**config.mk**
```make
export PLATFORM = sky130hd
export DESIGN_NAME = smv_div
export DESIGN_NICKNAME = d
export VERILOG_FILES = /design/src/rtl/core/smv_pkg.sv /design/src/rtl/core/smv_div.sv
export SDC_FILE = /design/constraint.sdc
export NUM_CORES = 1
export LEC_CHECK = 0
export BUFFER_PORTS_ARGS = -buffer_cell sky130_fd_sc_hd__buf_2
export CAP_MARGIN = 20
export CORE_MARGIN = 3
export CORE_UTILIZATION = 30
export CTS_CLUSTER_DIAMETER = 50
export DETAILED_ROUTE_END_ITERATION = 8
export HOLD_SLACK_MARGIN = 0.02
export MAX_ROUTING_LAYER = met4
export PLACE_DENSITY = 0.61
export SETUP_SLACK_MARGIN = 0.2
export SYNTH_ARGS = -nofsm -noshare
export SYNTH_HDL_FRONTEND = slang
export SYNTH_SLANG_ARGS = --single-unit
export TNS_END_PERCENT = 50
```
**constraint.sdc**
```tcl
create_clock -name clk_i -period 2.7 [get_ports clk_i]
set_clock_uncertainty 0.1 [all_clocks]
set_input_delay 0.135 -clock clk_i [delete_from_list [all_inputs] [get_ports clk_i]]
set_output_delay 0.135 -clock clk_i [all_outputs]
set_load 0.05 [all_outputs]
```
**src/rtl/core/smv_pkg.sv**
```systemverilog
// ----------------------------------------------------------------------------
// smv_pkg: shared definitions for the sample mean and variance block
// Sizes, sequencer states, status codes and the divider request types.
// ----------------------------------------------------------------------------
package smv_pkg;

  localparam int unsigned MAX_SAMPLES = 1024;
  localparam int unsigned ADDR_W      = $clog2(MAX_SAMPLES);
  localparam int unsigned CNT_W       = ADDR_W + 1;
  localparam int unsigned SAMPLE_W    = 32;
  localparam int unsigned SUM_W       = SAMPLE_W + ADDR_W;
  localparam int unsigned SQ_W        = 2 * SAMPLE_W;
  localparam int unsigned ACC_W       = SQ_W + ADDR_W;
  localparam int unsigned FRAC_W      = 16;
  localparam int unsigned DIVD_W      = ACC_W - FRAC_W;
  localparam int unsigned DIV_CNT_W   = $clog2(DIVD_W);
  localparam int unsigned VAR_W       = 63;
  localparam int unsigned STATUS_W    = 2;
  localparam int unsigned OUT_W       = SAMPLE_W + VAR_W + CNT_W;
  localparam int unsigned OUT_BYTES_W = ((OUT_W + 7) / 8) * 8;

  localparam logic [STATUS_W-1:0] STATUS_OK       = 2'd0;
  localparam logic [STATUS_W-1:0] STATUS_TOO_FEW  = 2'd1;
  localparam logic [STATUS_W-1:0] STATUS_OVERFLOW = 2'd2;

  typedef enum logic [2:0] {
    ST_LOAD,
    ST_MEAN_GO,
    ST_MEAN,
    ST_PASS,
    ST_VAR_GO,
    ST_VAR,
    ST_DONE
  } smv_state_e;

  typedef struct packed {
    logic              start;
    logic [DIVD_W-1:0] dividend;
    logic [CNT_W-1:0]  divisor;
  } smv_div_req_t;

  typedef struct packed {
    logic              done;
    logic [DIVD_W-1:0] quotient;
  } smv_div_rsp_t;

endpackage

```
**src/rtl/core/smv_div.sv**
```systemverilog
// ----------------------------------------------------------------------------
// smv_div: iterative unsigned divider
// Restoring division, one quotient bit per cycle, shared by the mean and
// the variance steps. The quotient is valid when done pulses.
// ----------------------------------------------------------------------------
module smv_div
  import smv_pkg::*;
(
  input  logic         clk_i,
  input  logic         rst_ni,
  input  smv_div_req_t req_i,
  output smv_div_rsp_t rsp_o
);

  logic                 busy_q, busy_d;
  logic                 done_q, done_d;
  logic [DIV_CNT_W-1:0] cnt_q, cnt_d;
  logic [DIVD_W-1:0]    quo_q, quo_d;
  logic [CNT_W-1:0]     rem_q, rem_d;
  logic [CNT_W-1:0]     dvs_q, dvs_d;
  logic [CNT_W:0]       trial;
  logic [CNT_W:0]       trial_sub;
  logic                 fits;

  assign trial     = {rem_q, quo_q[DIVD_W-1]};
  assign trial_sub = trial - {1'b0, dvs_q};
  assign fits      = trial >= {1'b0, dvs_q};

  always_comb begin
    busy_d = busy_q;
    done_d = 1'b0;
    cnt_d  = cnt_q;
    quo_d  = quo_q;
    rem_d  = rem_q;
    dvs_d  = dvs_q;
    if (req_i.start) begin
      busy_d = 1'b1;
      cnt_d  = '0;
      quo_d  = req_i.dividend;
      rem_d  = '0;
      dvs_d  = req_i.divisor;
    end else if (busy_q) begin
      // The partial remainder stays below the divisor, so it fits its width.
      rem_d = fits ? trial_sub[CNT_W-1:0] : trial[CNT_W-1:0];
      quo_d = {quo_q[DIVD_W-2:0], fits};
      cnt_d = cnt_q + 1'b1;
      if (cnt_q == DIV_CNT_W'(DIVD_W - 1)) begin
        busy_d = 1'b0;
        done_d = 1'b1;
      end
    end
  end

  always_ff @(posedge clk_i or negedge rst_ni) begin
    if (!rst_ni) begin
      busy_q <= 1'b0;
      done_q <= 1'b0;
      cnt_q  <= '0;
    end else begin
      busy_q <= busy_d;
      done_q <= done_d;
      cnt_q  <= cnt_d;
    end
  end

  always_ff @(posedge clk_i) begin
    quo_q <= quo_d;
    rem_q <= rem_d;
    dvs_q <= dvs_d;
  end

  assign rsp_o.done     = done_q;
  assign rsp_o.quotient = quo_q;

endmodule

```
**After elaboration in Yosys (flattened, before gate mapping)**

Index checks and enable logic that the tools add are counted.

- Flip-flop bits (word level): 88
- Input bits: 72
- Logic and storage cells: 22

- Add/sub/neg operators: 2
- $lt $le $gt $ge: 1
- Equality and inequality tests: 1
- Multiplexer cells: 11
- Reductions and logical operators: 1

Operator list:

| operator | count |
|---|---|
| 58-bit two-way mux | 2 |
| 12-bit by 11-bit greater-or-equal comparator with 1-bit output | 1 |
| 6-bit two-way mux | 2 |
| 11-bit two-way mux | 1 |
| 11-bit subtractor | 1 |
| 6-bit by 1-bit adder with 6-bit output, second input constant | 1 |
| 6-bit equality test, second input constant | 1 |
| 1-bit two-way mux | 6 |
| 2-bit nonzero test | 1 |

**Depth between registers and ports, before layout**

Gate-level depths: netlist of run 1.

- Depth in word-level cells: 4
- Mapped depth: 10
- Depth with buffers taken out: 9

**Least setup slack after synthesis of run 1**

Ideal clock, no wire load.

- Path kind: input port to flip-flop
- Start: in req_i[69] (netlist name)
- End: reg quo_q[0], enable pin
- Library setup time: 0.412 ns
- Arrival time: 2.207 ns
- Required time: 2.188 ns
- Setup slack: -0.019 ns
- Cell stages on the path: 5
- Buffers on the path: 3
- Cells stage by stage: clkbuf_1 > clkbuf_1 > buf_1 > nor2_1 > inv_1

- Longest elaborated chain between the ends: 1

Ends and longest elaborated chain:

| element | line | text |
|---|---|---|
| start: declaration | smv_div.sv:11 | `input smv_div_req_t req_i,` |
| 2-bit nonzero test (no source line) | - |  |
| end signal: assignment | smv_div.sv:67 | `quo_q <= quo_d;` |
| end: declaration | smv_div.sv:18 | `logic [DIVD_W-1:0] quo_q, quo_d;` |

No other way between the ends.
A chain may end at the register's enable or synchronous reset.

**Final worst setup path of run 1**

- Start: reg dvs_q[0]
- End: reg rem_q[2]

- Longest elaborated chain between the ends: 2
- Elaborated cells on any way between the ends: 3
- Classes of those cells: add/sub (1); order compare (1); mux (1)

Ends and longest elaborated chain:

| element | line | text |
|---|---|---|
| start: declaration | smv_div.sv:20 | `logic [CNT_W-1:0] dvs_q, dvs_d;` |
| start signal: assignment | smv_div.sv:69 | `dvs_q <= dvs_d;` |
| 11-bit subtractor / 12-bit by 11-bit greater-or-equal comparator with 1-bit output (equally long branches) | smv_div.sv:26, smv_div.sv:27 |  |
| 11-bit two-way mux * | smv_div.sv:44 | `rem_d = fits ? trial_sub[CNT_W-1:0] : trial[CNT_W-1:0];` |
| end signal: assignment | smv_div.sv:68 | `rem_q <= rem_d;` |
| end: declaration | smv_div.sv:19 | `logic [CNT_W-1:0] rem_q, rem_d;` |

Mark *: on every way between the ends. The rest lies on a longest branch, timed or not.

==> results of run 1 <==
==> worst register-to-register path, stage by stage, from the launching register on <==
cell                       delay, ps
sky130_fd_sc_hd__edfxtp_1        420
sky130_fd_sc_hd__ha_4            190
sky130_fd_sc_hd__fa_2            420
sky130_fd_sc_hd__nor2b_4         120
sky130_fd_sc_hd__o31a_1          220
sky130_fd_sc_hd__o21ai_4         130
sky130_fd_sc_hd__o21ai_4         260
sky130_fd_sc_hd__buf_6           150
sky130_fd_sc_hd__mux2i_2         210
sky130_fd_sc_hd__a211oi_2         80
==> power by group through the flow <==
stage          registers (mW)  clock network, mW  logic, mW
2_1_floorplan            2.15                  0      0.897
5_1_grt                  1.83               1.28       1.97
3_5_place_dp             1.83                  0       1.58
4_1_cts                  1.81               1.22       1.75
3_3_place_gp             1.82                  0       1.55
6_report                 1.81               1.18       1.84
==> metal layers <==
| metal | track usage (%) | part of all wire, % | wire (um) | vias up |
|---|---|---|---|---|
| met5 | - | 0 | 0 | - |
| met4 | 4.34 | 1.6 | 172 | 0 |
| met3 | 2.99 | 4.8 | 520 | 14 |
| met2 | 24.4 | 52 | 5580 | 97 |
| met1 | 17.3 | 42 | 4460 | 1580 |
| li1 | - | - | - | 1559 |
==> state kept, by name, indices dropped and copies added (netlist names) <==
name    cells
busy_q      1
cnt_q       6
dvs_q      11
done_q      1
rem_q      11
quo_q      58
==> placed cells by master (no fill, tap or decap), types with 3 or more instances in the layout <==
| master | n |
|---|---|
| sky130_fd_sc_hd__buf_2 | 129 |
| sky130_fd_sc_hd__edfxtp_1 | 69 |
| sky130_fd_sc_hd__dlygate4sd3_1 | 68 |
| sky130_fd_sc_hd__mux2_2 | 58 |
| sky130_fd_sc_hd__nor2_1 | 22 |
| sky130_fd_sc_hd__inv_1 | 15 |
| sky130_fd_sc_hd__ha_1 | 12 |
| sky130_fd_sc_hd__dfxtp_1 | 11 |
| sky130_fd_sc_hd__nand2_1 | 9 |
| sky130_fd_sc_hd__clkbuf_16 | 9 |
| sky130_fd_sc_hd__dfrtp_1 | 8 |
| sky130_fd_sc_hd__buf_4 | 7 |
| sky130_fd_sc_hd__a21oi_1 | 6 |
| sky130_fd_sc_hd__o21ai_0 | 6 |
| sky130_fd_sc_hd__xnor2_1 | 6 |
| sky130_fd_sc_hd__a211oi_1 | 5 |
| sky130_fd_sc_hd__mux2i_1 | 4 |
| sky130_fd_sc_hd__nand2b_1 | 4 |
| sky130_fd_sc_hd__a211oi_2 | 4 |
| sky130_fd_sc_hd__o21ai_4 | 3 |
| sky130_fd_sc_hd__nand4_1 | 3 |
| sky130_fd_sc_hd__or3_1 | 3 |
| sky130_fd_sc_hd__xor2_1 | 3 |
| sky130_fd_sc_hd__clkinv_1 | 3 |
==> cell families (layout without fill, tap and decap cells) <==
group | count (synthesis) | count (layout) | synth area share, %
flip-flops | 88 | 88 | 58.6
multiplexers | 65 | 65 | 17.1
AND/OR/NAND/NOR | 60 | 60 | 8.14
AO/OA/AOI/OAI | 40 | 41 | 7.05
buffers and inverters | 30 | 239 | 3.00
adder cells (fa/ha/maj) | 14 | 14 | 4.29
XOR/XNOR | 9 | 9 | 1.85
==> area by class of cell <==
type	count	area, sq um	share of cell area, %
clock buffer	10	229	3.70
clock inverter	5	48.8	0.788
inverter	16	63.8	1.03
multi-input combinational	189	1700	27.4
sequential	88	2490	40.2
tap	176	220	3.55
timing repair buffer	208	1440	23.3
==> repair_timing <==
item | 4_1_cts | 5_1_grt
pin swaps | 3 | 8
endpoints found under the hold margin | 74 | 1
hold buffers | 67 | 1
resized for setup | 2 | 11
gates cloned | 1 | 0
buffers inserted | 3 | 2
endpoints found under the setup margin | 9 | 12
==> stage by stage <==
stage / utilization, % / hold slack (ps) / instance area, sq um / power (mW) / worst slack (ps)
floorplan: - / -261 / 4260 / 3.04 / 8.41
global placement: 37.8 / -114 / 5130 / 3.37 / 127
detailed placement: 37.8 / -111 / 5130 / 3.41 / 89.5
CTS: 45.1 / 20.3 / 6120 / 4.78 / 177
global route: 45.7 / 28.3 / 6190 / 5.08 / 139
finish: 45.7 / 37.5 / 6190 / 4.83 / 269
==> how the worst max path moves through the flow <==
stage	start	endpoint	slack (ps)	cells past startpoint
finish	dvs_q[0]$_DFFE_PP_	rem_q[2]$_SDFFE_PP0P_	270	9
global route	dvs_q[0]$_DFFE_PP_	rem_q[4]$_SDFFE_PP0P_	140	9
CTS	quo_q[57]$_DFFE_PP_	rem_q[1]$_SDFFE_PP0P_	180	9
detailed placement	quo_q[57]$_DFFE_PP_	rem_q[0]$_SDFFE_PP0P_	90	9
global placement	quo_q[57]$_DFFE_PP_	rem_q[0]$_SDFFE_PP0P_	130	9
floorplan	quo_q[57]$_DFFE_PP_	rem_q[0]$_SDFFE_PP0P_	8	9
==> run summary, run 1 <==
After synthesis, the cell types taking the most area are sky130_fd_sc_hd__edfxtp_1 49%, sky130_fd_sc_hd__mux2_2 15%, sky130_fd_sc_hd__dfxtp_1 5.2%, sky130_fd_sc_hd__dfrtp_1 4.7%, sky130_fd_sc_hd__ha_1 3.8%. The remaining antenna violation count after routing is 0. The critical path is of the register to register type. The DRC violation count after routing came out at 0.

The number of clock buffers added by TritonCTS is 9. The starting utilization of the core area is 31.4%. The instance count after placement with tap cells included came out at roughly 600. The all-layer global routing usage is 14.4%. The clock network accounts for 24.4% of the total power. Traced cell by cell, the critical path runs through ha_4, fa_2, nor2b_4, o31a_1, o21ai_4, o21ai_4, buf_6, mux2i_2, a211oi_2.

The startpoint identified for the worst register-to-register timing path is dvs_q[0]$_DFFE_PP_. The remaining global-route overflow came out at 0. The data required time of the worst path is ~2800 ps.

The clock-pin slew reported for the worst setup and hold paths after clock tree synthesis came out at approximately 60 ps. The H-tree depth is 3. The most frequent cell on the critical path is sky130_fd_sc_hd__o21ai_4. The kind of cell with the highest combined delay along the critical path is compound AO/OA/AOI/OAI gates.

The number of cell instances on the worst register-to-register path is 9. The mean post-synth cell area came out at 13.9 sq um. For this design the ratio of total power to cell area is approximately 780 nW/um^2. The mean number of vias per cell came out at 4.70. The number of instances in the synthesized netlist came out at 306. The post-synthesis to final-layout area growth came out at 45.5%.

The flow ran to the end, and the final reports show no timing, DRC or antenna violations. The post-route netlist has 44.6% of its cells at a drive strength greater than 1. Yosys mapped a number of flops with a built-in enable equal to a little under 70. STA classifies the critical path startpoint as a register.

Together, buffers and inverters on the worst path number 1. Summed over all nets, the half-perimeter wirelength after detailed placement is between 6000 and 7000 um. The via total after detailed routing is ~3300. The average routed wire per standard cell is roughly 16 um.

The worst-case vdd ir drop is 299 uV. TritonCTS built the clock tree. The combinational cell fraction of total power came out at between 30% and 40%. The path class of the lowest-slack min-delay path is input port to register. Data on the critical path arrives at its endpoint at between 2000 and 3000 ps. The worst-path cell with the longest stage delay is sky130_fd_sc_hd__edfxtp_1. The capture instance of the worst register-to-register path is rem_q[2]$_SDFFE_PP0P_. The max-capacitance violation count came out at 0.

Ranked by instance count, the synthesized netlist is headed by 69 x sky130_fd_sc_hd__edfxtp_1, 58 x sky130_fd_sc_hd__mux2_2, 22 x sky130_fd_sc_hd__nor2_1. The destination of the worst hold path is quo_q[16]$_DFFE_PP_. In this design, the stage delay of the slowest critical-path cell is ~420 ps. The worst hold path begins at req_i[27].

The part of the cycle the worst path needs came out at between 90% and 100%. The area of the die is between 15000 and 20000 sq um. The post-route setup TNS is 0 ps.

Setup repair after global routing could not meet its margin everywhere. The net switching power figure is between 1.5 and 2 mW. The via count of the first global-routing pass is 3626. The most frequent cell after synthesis is sky130_fd_sc_hd__edfxtp_1. The horizontal die dimension came out at 125 um. The insertion delay of the later-clocked pin in the worst-skew pair is 330 ps. The standard cell core area is 13600 sq um. The largest area contributor in the synthesized netlist is sky130_fd_sc_hd__edfxtp_1. The leakage power of the design came out at approximately 2.6 nW. The total length of routed wires is about 11000 um. The worst setup path is captured at a register. The prevailing post-synth register cell is sky130_fd_sc_hd__edfxtp_1.

The total standard cell area after synthesis is roughly 4300 sq um. The share of synthesized flip-flops with an asynchronous set or reset came out at approximately 9.1%. Yosys printed 0 warnings.

Subtracting the final worst setup slack from the clock period gives ~2400 ps. After filler insertion, the fill cell instance count of the layout stands at 1280. CTS saw slightly below 90 sinks. The clock passes through at most 2 buffers. Setup violations remaining at the end of the flow were counted as 0. The number of hold-slack violations in the final timing report is 0. The post-synthesis sequential area ratio is slightly below 60%. The internal portion of the total power is roughly 3.2 mW. The max-slew violation count came out at 0. The number of nets produced by synthesis is about 390. For this block, the initial DRC count from the detailed router was 133. The count of boundary I/O pins is roughly 130.

The highest net fanout along the worst path is 5. The number of flip-flops and latches in the synthesized netlist came out at between 80 and 90. The maximum clock frequency came out at between 0.4 and 0.5 GHz.

The global-route wire length before repair is roughly 18000 um. The total number of nets in the final design came out at roughly 600. The number of stages on the worst hold path is 2.

The setup slack on the worst flop-to-flop path is 270 ps. The count of buffers added on input and output ports is between 100 and 150. The slew at the pin closest to its max-slew limit came out at around 500 ps. The detailed-router iteration count before antenna repair is 4. The power share of the sequential group is a little under two fifths.

The die extent in y came out at about 130 um. The pin count of the biggest net entering global routing came out at 90. The count of antenna diodes in the layout came out at 0. The initial antenna violation count is 0. The worst relative slew slack came out at about two thirds. The root buffer cell chosen for the clock tree is sky130_fd_sc_hd__clkbuf_16. The number of placement rows came out at 42.

The number of non-filler instances in the completed layout came out at around 690. The net switching share of the total power is between 30% and 40%. The share of the synthesized area in the top cell type came out at about half. The placer congestion estimate is 0.815.

After synthesis, the netlist uses 52 different library cells.
Note: power is estimated with default switching activity, not from simulation.
==> run 2: changes to the inputs <==
Settings changed: BUFFER_PORTS_ARGS -buffer_cell sky130_fd_sc_hd__buf_2 to default, CORE_UTILIZATION 30 to 57, DONT_BUFFER_PORTS from default to 1, PLACE_DENSITY 0.61 to 0.76.
==> run 2 against run 1 <==
Compared with the run above:
- the flow now stops in 4_1_cts
- synthesized cell count did not move
- synthesized area did not move
==> run summary, run 2 <==
The total of warnings raised by yosys came out at 0 (unchanged). The most frequent cell after synthesis is sky130_fd_sc_hd__edfxtp_1. The largest area contributor in the synthesized netlist is sky130_fd_sc_hd__edfxtp_1.

The number of buffers created by CTS came to 9 (unchanged). The post-cts resize count came to 1 (-1). The share of the synthesized area in the top cell type is 48.7% (unchanged). After synthesis, the cell types taking the most area are sky130_fd_sc_hd__edfxtp_1 49%, sky130_fd_sc_hd__mux2_2 15%, sky130_fd_sc_hd__dfxtp_1 5.2%, sky130_fd_sc_hd__dfrtp_1 4.7%, sky130_fd_sc_hd__ha_1 3.8%. The number of placement rows is 30 (-29%). The number of enable flip-flop cells after synthesis came out at 69 (unchanged). The most used flip-flop cell after synthesis is sky130_fd_sc_hd__edfxtp_1. The tool reported: "[ERROR RSZ-0060] Max buffer count reached".

The post-synthesis cell type count was 52 (unchanged). The number of instances in the synthesized netlist is 306 (unchanged). After synthesis, the most frequently instantiated cells are 69 x sky130_fd_sc_hd__edfxtp_1, 58 x sky130_fd_sc_hd__mux2_2, 22 x sky130_fd_sc_hd__nor2_1.

The number of clock sinks seen by CTS was 88 (unchanged). The H-tree depth was 3 (unchanged). The total standard cell area after synthesis came out at 4260 sq um (unchanged). The maximum clock path buffer count is 2 (unchanged). The placer congestion estimate came to 0.866 (+6.3%). It got as far as 4_1_cts and failed there. The post-CTS setup buffer count is 3 (unchanged). The starting utilization of the core area was 60.6% (+29 points). The count of input and output buffers is 0 (-100%). The die extent in y is 92.4 um (-26%). The number of flip-flops and latches in the synthesized netlist is 88 (unchanged). The horizontal die dimension came out at 92.4 um (-26%).

The mean post-synth cell area is 13.9 sq um (unchanged). The number of nets produced by synthesis is 392 (unchanged). Clock tree synthesis selected as its root buffer the cell sky130_fd_sc_hd__clkbuf_8. The count of boundary I/O pins came out at 131 (unchanged). The setup slack after placement is 88.3 ps (-1.24 ps). The hold-fix buffer count after cts is 101 (+51%). The flow did not finish. The share of synthesized flip-flops with an asynchronous set or reset came to 9.09% (unchanged). The detailed placer's ending HPWL came out at 5590 um (-19%). The post-synthesis sequential area ratio is 58.6% (unchanged).
## run 2: cell counts after synthesis
No cell type changed its count.
## run 2: stage by stage
step,hold slack (ps),cells,cell area [sq um]
global placement,-260,392,4340
floorplan,-261,306,4260
detailed placement,-260,392,4340
## run 2: cell families after synthesis
logic type      synth area share (%)
compound gates                  7.05
xor+xnor                        1.85
fa+ha+maj                       4.29
buf+inv                         3.00
flops                           58.6
mux                             17.1
simple gates                    8.14
==> run 3: changes to the inputs <==
Settings changed: CORE_UTILIZATION 57 to 40, CTS_CLUSTER_DIAMETER 50 to default, HOLD_SLACK_MARGIN 0.02 to default, MAX_ROUTING_LAYER met4 to default, PLACE_DENSITY 0.76 to default, PLACE_DENSITY_LB_ADDON from default to 0.15, SETUP_SLACK_MARGIN 0.2 to default.
Clock period 2.7 ns to 3.5 ns, I/O delays scaled along.
==> run 3 against run 2 <==
Compared with the run above:
- the flow now finishes without violations
==> run summary, run 3 (same netlist as run 1, synthesis figures left out) <==
In the final timing run, aggregate negative setup slack is 0 ps. The internal portion of total power is between 2 and 2.5 mW. The placed cell area is 4390 sq um (+1.0%). The die extent in y is 109 um (+18%). The number of hold-slack violations in the final timing report is 0. The worst path in the final design needs a cycle of roughly 2700 ps, including I/O delays and setup. TritonCTS built the clock tree. The starting utilization of the core area came out at 41.2% (-19 points). The H-tree depth came out at 3 (unchanged). The routed length on met1 came out at 3770 um. The worst-case vdd ir drop came out at ~260 uV.

The flow ran to the end, and the final reports show no timing, DRC or antenna violations. The worst setup path is launched from a register. The clock-pin slew reported for the worst setup and hold paths after clock tree synthesis is 90 ps. The worst relative slew slack is between 30% and 40%. The met3 routed wirelength came out at approximately 660 um. The total power density per cell area is slightly above 600 nW/um^2. The setup path with the least slack is of type register to register.

STA classifies the critical path endpoint as a register. Per report_power, the sequential group accounts for 51.3% of the total. In the final layout, the multi-input gates occupy between 1500 and 2000 sq um. The area occupied by registers is about 2500 sq um. The peak per-stage delay on the critical path came out at ~440 ps. The highest metal layer with signal wires is met4. The worst-case setup margin in the final layout came out at approximately 760 ps. Counting stages on the worst path, the most repeated cell is sky130_fd_sc_hd__o21ai_4. Cells fill roughly half of the core in the end. In this run the worst hold path is classified as input port to register.

Setup repair after global routing left no endpoint under its margin. The analysis attributes to net switching a power of around 1.2 mW. In this run the clock root is driven by a sky130_fd_sc_hd__clkbuf_8. The all-layer global routing usage is between 10% and 20%.

The total length of routed wires is between 9000 and 10000 um. The leakage power of the design came out at ~2.0 nW. The largest registers in the layout are quo_q x58, dvs_q x11, rem_q x11.

The maximum clock frequency is around 0.36 GHz. The via count of the first global-routing pass came out at ~2800. The endpoint identified for the worst register-to-register timing path is rem_q[0]$_SDFFE_PP0P_.

The startpoint identified for the worst register-to-register timing path is quo_q[57]$_DFFE_PP_. The share of power burned in the clock network is between 20% and 30%. The count of input and output buffers came out at 0 (unchanged). The remaining global-route overflow is 0. The placer congestion estimate was 0.821 (-5.2%).

The number of cell instances on the worst register-to-register path is 9. The worst hold path passes through 2 cells. The mean number of vias per cell is a little over 5. The total number of nets in the final design came out at 463. The max-slew violation count came out at 0.

The final-layout fill cell count is around 890. The area of the die is between 10000 and 15000 sq um. The number of non-filler instances in the completed layout is just over 500. The via total after detailed routing came out at around 2700.

The detailed placer's ending HPWL came to 5590 um (about the same). The count of boundary I/O pins is 131 (unchanged). The data required time of the worst path is roughly 3700 ps. For hold timing, the worst endpoint is rem_q[1]$_SDFFE_PP0P_.

The standard cell core area came out at approximately 10000 sq um. The worst endpoint data arrival time came out at 2910 ps. Walking the worst path, the cells encountered are inv_1, ha_1, fa_1, nor2b_4, o31a_1, o21ai_4, o21ai_4, mux2_4, a211oi_2. The number of flip-flops in the largest register came out at 58. Of the total power, the share spent switching nets is a little over a third.

Dividing the final minimum period by the clock period gives about four fifths. The post-synthesis to final-layout area growth came out at 25.1%. The maximum clock path buffer count came out at 2 (unchanged).

The worst-path cell with the longest stage delay is sky130_fd_sc_hd__fa_1. The global-route wire length before repair came out at ~15000 um. The average routed wire per standard cell came out at roughly 18 um. In this run the register-to-register setup slack is about 760 ps. Per report_power, the combinational group accounts for a little over a quarter of the total. The number of placement rows came out at 37 (+23%). The horizontal die dimension is 109 um (+18%).

The setup slack after placement came to 741 ps (+652 ps). The detailed-router iteration count before antenna repair is 4. The highest net fanout along the worst path is 14.

The initial antenna violation count was 0. The instance count after placement with tap cells included came out at 430 (+9.7%). The total design power is 3.25 mW. The number of buffers created by CTS is 9 (unchanged). The pin count of the biggest net entering global routing is just under 90. The DRC violation count after routing is 0.

Max-cap violations in this run came to 0. The most flop-heavy register is quo_q. Wire segments on met2 add up to about 4500 um in the final route. The insertion delay of the later-clocked pin in the worst-skew pair came out at 350 ps. The most common library cell in the layout ignoring fill and taps is sky130_fd_sc_hd__dlygate4sd3_1. The number of DRC markers in iteration 0 is 95. The post-CTS setup buffer count came out at 0 (-3). Final hold analysis gives a worst-case slack of around 26 ps. The buffering stage count on the worst path with inverters included is 1. The cell family with the largest share of critical-path delay is compound AO/OA/AOI/OAI gates. The slew at the pin closest to its max-slew limit is around 1000 ps.

The remaining antenna violation count after routing came out at 0. The number of clock sinks seen by CTS is 88 (unchanged). In the layout the commonest cells are 71 x sky130_fd_sc_hd__dlygate4sd3_1, 69 x sky130_fd_sc_hd__edfxtp_1, 58 x sky130_fd_sc_hd__mux2_2. The summed area of non-filler cells in the final layout came out at between 5000 and 6000 sq um. The count of antenna diodes in the layout came out at 0. Setup violations remaining at the end of the flow were counted as 0.

In this run the most critical hold path is launched from req_i[69]. The fraction of final layout cells sized beyond drive strength 1 is between 20% and 30%.
==> run 3: power groups by stage <==
stage / sequential, mW / clock (mW) / combinational [mW]
floorplan: 1.66 / 0 / 0.692
global placement: 1.69 / 0 / 0.762
detailed placement: 1.69 / 0 / 0.772
CTS: 1.67 / 0.763 / 0.864
global route: 1.69 / 0.801 / 0.952
finish: 1.67 / 0.728 / 0.858
==> run 3: worst max-delay path by stage <==
stage	startpoint	end	slack (ps)	cells past startpoint
after floorplan	req_i[69]	quo_q[0]$_DFFE_PP_	740	5
after global placement	quo_q[57]$_DFFE_PP_	rem_q[0]$_SDFFE_PP0P_	830	9
after detailed placement	quo_q[57]$_DFFE_PP_	rem_q[0]$_SDFFE_PP0P_	740	9
after CTS	quo_q[57]$_DFFE_PP_	rem_q[0]$_SDFFE_PP0P_	720	9
after global routing	quo_q[57]$_DFFE_PP_	rem_q[0]$_SDFFE_PP0P_	580	9
final	quo_q[57]$_DFFE_PP_	rem_q[0]$_SDFFE_PP0P_	760	9
==> run 3: layout make-up <==
| type | instances | share of cell area, % |
|---|---|---|
| inverter | 16 | 1.13 |
| multi-input combinational | 188 | 30.7 |
| clock buffer | 9 | 2.33 |
| timing repair buffer | 74 | 14.4 |
| sequential | 88 | 46.8 |
| clock inverter | 7 | 1.43 |
| tap | 136 | 3.20 |
==> run 3: timing repair <==
action	CTS	global route
gates resized for setup	0	0
hold buffers	72	0
hold endpoints to repair	106	0
endpoints found under the setup margin	0	0
==> run 3: per-layer routing <==
layer / track usage [%] / vias up
met5: 0 / -
met4: 5.05 / 0
met3: 6.81 / 11
met2: 25.3 / 91
met1: 19.3 / 1272
li1: - / 1291
